--- config.mk ---
export PLATFORM = sky130hd
export DESIGN_NAME = bgfb_ctrl
export DESIGN_NICKNAME = d
export VERILOG_FILES = /design/src/hw/rtl/bgfb_pkg.sv /design/src/hw/rtl/bgfb_ctrl.sv
export SDC_FILE = /design/constraint.sdc
export NUM_CORES = 1
export LEC_CHECK = 0
export BUFFER_PORTS_ARGS = -buffer_cell sky130_fd_sc_hd__clkbuf_2
export CORE_AREA = 2 2 39 41
export CTS_CLUSTER_DIAMETER = 40
export DETAILED_ROUTE_END_ITERATION = 16
export DIE_AREA = 0 0 41 43
export HOLD_SLACK_MARGIN = 0.1
export SYNTH_ARGS = -nofsm -noshare
export SYNTH_HDL_FRONTEND = slang
export SYNTH_SLANG_ARGS = --single-unit
--- constraint.sdc ---
create_clock -name clk -period 1.9 [get_ports clk]
set_input_delay 0.38 -clock clk [delete_from_list [all_inputs] [get_ports clk]]
set_output_delay 0.38 -clock clk [all_outputs]
set_load 0.005 [all_outputs]
--- src/hw/rtl/bgfb_pkg.sv ---
package bgfb_pkg;

    // Command codes carried on the func field.
    localparam logic [1:0] FUNC_TICK   = 2'd0;
    localparam logic [1:0] FUNC_BOTTOM = 2'd1;
    localparam logic [1:0] FUNC_CENTER = 2'd2;
    localparam logic [1:0] FUNC_CLEAR  = 2'd3;

    // Configuration register indexes.
    localparam logic CFG_REFRESH_ENABLE = 1'b0;
    localparam logic CFG_REFRESH_PERIOD = 1'b1;

    localparam logic [15:0] RESET_PERIOD = 16'd1600;

    // One frame is 8 pages times 2 halves; each half is 64 columns.
    localparam int HALF_COLS  = 64;
    localparam int FRAME_BITS = HALF_COLS * 8;

    typedef enum logic [2:0] {
        ST_IDLE,
        ST_BAR,
        ST_SWEEP,
        ST_PACK,
        ST_LOAD
    } bgfb_state_t;

    typedef struct packed {
        logic accept;
        logic bar_write;
        logic sweep;
        logic load;
    } bgfb_cmd_t;

    typedef struct packed {
        logic col_ok;
        logic frame_due;
        logic sweep_done;
        logic frame_done;
        logic out_free;
    } bgfb_sts_t;

endpackage

--- src/hw/rtl/bgfb_ctrl.sv ---
module bgfb_ctrl (
    input  logic                 clk,
    input  logic                 rst_n,
    input  logic                 cmd_valid,
    input  logic [1:0]           func,
    input  bgfb_pkg::bgfb_sts_t  sts,
    output bgfb_pkg::bgfb_cmd_t  cmd,
    output logic                 cmd_stall,
    output bgfb_pkg::bgfb_state_t state
);
    import bgfb_pkg::*;

    bgfb_state_t state_reg;
    bgfb_state_t state_next;

    always_ff @(posedge clk or negedge rst_n)
    begin
        if (!rst_n)
        begin
            state_reg <= ST_IDLE;
        end
        else
        begin
            state_reg <= state_next;
        end
    end

    always_comb
    begin
        state_next    = state_reg;
        cmd           = '0;
        cmd_stall     = 1'b1;
        unique case (state_reg)
            ST_IDLE:
            begin
                cmd_stall  = 1'b0;
                cmd.accept = cmd_valid;
                if (cmd_valid)
                begin
                    priority if (func == FUNC_TICK && sts.frame_due)
                    begin
                        state_next = ST_SWEEP;
                    end
                    else if ((func == FUNC_BOTTOM || func == FUNC_CENTER) && sts.col_ok)
                    begin
                        state_next = ST_BAR;
                    end
                    else
                    begin
                        state_next = ST_IDLE;
                    end
                end
            end
            ST_BAR:
            begin
                cmd.bar_write = 1'b1;
                state_next    = ST_IDLE;
            end
            ST_SWEEP:
            begin
                cmd.sweep = 1'b1;
                if (sts.sweep_done)
                begin
                    state_next = ST_PACK;
                end
            end
            ST_PACK:
            begin
                state_next = ST_LOAD;
            end
            ST_LOAD:
            begin
                if (sts.out_free)
                begin
                    cmd.load   = 1'b1;
                    state_next = sts.frame_done ? ST_IDLE : ST_SWEEP;
                end
            end
            default:
            begin
                state_next = ST_IDLE;
            end
        endcase
    end

    assign state = state_reg;

endmodule

==> metrics.cfg <==
[status]
outcome=finished, final reports clean

[hold_path]
hp-class=in -> reg
min_from=sts[0]

[drt]
drc=0
vias=285
drt-total-wl_um=644
drt-vias-per-instance=4.25
wl_per_cell_um=9.61
dr.pass1.iters=4
ant_nets=0
drt_iter0_markers=2

[timing]
tightestPinTransition_ns=0.338
hold_viol_final=0
rsz0062_at_grt=no
slew_headroom=0.775
slew_violations=0
final.min_clock_period_ns=1.74
fin_crit_sh=0.915
skew_ns=0.0000646
holdWs_ns=0.362
setup_ws_ns=0.161
fmax_mhz=575
setup_viol=0
setup_tns_ns=0

[floorplanning]
die_w_um=41
initial_utilization=0.178
io-pin-count=18
die_h_um=43
placementRows=14
die-area_sq_um=1760
coreArea_sq_um=1380

[placement]
post-place-ws_ns=0.410
gp_congestion=0.693
placed_area_sq_um=347
dp_hpwl_um=503
io_buffers=17

[clock_tree]
postCtsHoldBufs=1
cts_num_sinks=3
cts.path.max_buffers=2
numCtsBuffers=3
cts_tree=done
post_cts_buffers=0
cts.repair.resized=0
cts.reportedPaths.clkPinSlew_ns=0.04
htree_levels=1
insertion_delay_ns=0.23
root_buffer=clkbuf_4

[synthesis]
synth.net_count=41
yosysTopAreaCellShare=0.305
ys_top_cells_by_area=dfrtp_1 30%, inv_1 7.6%, o41ai_2 6.6%
synth_edf_count=0
synth_top_area_cell=dfrtp_1
ys_top_cells_by_count=5 x inv_1, 3 x dfrtp_1, 3 x nand2_1, 3 x nor2_1, 2 x or3_1
syn_inst=30
ys_types=19
synth-async-reset-ratio=1.00
ys_seq_area_frac=0.305
syn_area_sq_um=246
synth_top_flop_cell=dfrtp_1
yosys_warnings=0
synth_most_common_cell=inv_1
syn_avg_cell_area_sq_um=8.22
synth-seq-cells=3

[power]
power_per_cell_area_nw_per_um2=1290
total_power_w=0.000494
vdd_drop_max_mv=0.315
p_leak_nw=0.214

[critical_path]
cp-start-kind=register
cp.required_ns=1.52
crit_arrival_ns=1.36
critPathLaunch=state[2]
r2r-start=state[2]
crit_type=reg -> out
worstPathMaxFanout=11
critPathCaptureType=output port

[final_layout]
area_growth_pct=55.3
nNetsFinal=63
largest_reg_flops=3
final_area_sq_um=383
nFillCells=158
diodes=0
layout-drive-gt1-share=0.451

[global_route]
antenna_found_initial=0
grtUsageTotal=0.0906
grt-ovfl-total=0
grt_max_degree=12
grt_pass1_wl_um=1040
grt_pass1_vias=263

[flow_run]
max_cap_violations=0

-- path summary, 6_finish.rpt --
check | slack (ns) | endpoint | depth (start not counted)
worst max-delay path | 0.16 | cmd[3] | 3
worst min-delay path | 0.36 | state[2] | 2
worst max register to register | 0.68 | state[1] | 3
worst min register to register | 0.60 | state[0] | 1
max in group asynchronous | 1.32 | state[2] | 2
min in group asynchronous | 0.47 | state[0] | 2
-- critical path: stages (launching register included) --
cell and delay, ns:
dfrtp_1 0.49, or3_1 0.43, nor2_1 0.10, clkbuf_2 0.11
-- layer usage --
metal | share of wire | global-route usage
met1 | 0.49 | 0.114
met2 | 0.41 | 0.113
met3 | 0.073 | 0.0366
met4 | 0.022 | 0.0800
met5 | 0 | 0
-- power breakdown --
part | switching, W | internal (W) | total, W
clock network | 0.0000342 | 0.0000788 | 0.000113
registers | 0.0000533 | 0.0000866 | 0.000140
logic | 0.000115 | 0.000126 | 0.000241
total | 0.000202 | 0.000292 | 0.000494
-- cell type report --
type | count | area (sq um) | area share
inverters | 5 | 18.8 | 0.0490
flip-flops and latches | 3 | 75.1 | 0.196
multi-input cells | 21 | 148 | 0.386
well taps | 16 | 20.0 | 0.0523
repair buffers | 18 | 95.1 | 0.248
clock buffers | 4 | 26.3 | 0.0686
-- metrics by stage --
step / cells / util
2_1_floorplan: 30 / -
3_3_place_gp: 62 / 0.250
3_5_place_dp: 62 / 0.250
4_1_cts: 67 / 0.277
5_1_grt: 67 / 0.277
6_report: 67 / 0.277
-- kinds of logic after synthesis --
family	share of synthesized area
adders and majority gates	0.0508
and+or+nand+nor	0.259
AOI/OAI and AO/OA	0.289
buffers and inverters	0.0964
DFF	0.305
-- placed cells by master (no fill, tap or decap) --
| cell type | synthesis | layout |
|---|---|---|
| a2111oi_2 | 1 | 1 |
| a211o_1 | 1 | 1 |
| a211oi_2 | 1 | 1 |
| a21boi_0 | 1 | 1 |
| and2_1 | 1 | 1 |
| and3_1 | 1 | 1 |
| clkbuf_1 | 0 | 1 |
| clkbuf_2 | 0 | 17 |
| clkbuf_4 | 0 | 3 |
| dfrtp_1 | 3 | 3 |
| dlygate4sd3_1 | 0 | 1 |
| ha_1 | 1 | 1 |
| inv_1 | 5 | 5 |
| nand2_1 | 3 | 3 |
| nand2b_1 | 1 | 1 |
| nand3_1 | 1 | 1 |
| nor2_1 | 3 | 3 |
| nor3_1 | 1 | 1 |
| o21ai_0 | 1 | 1 |
| o22ai_1 | 1 | 1 |
| o41ai_2 | 1 | 1 |
| or3_1 | 2 | 2 |
(Power assumes the default switching activity.)
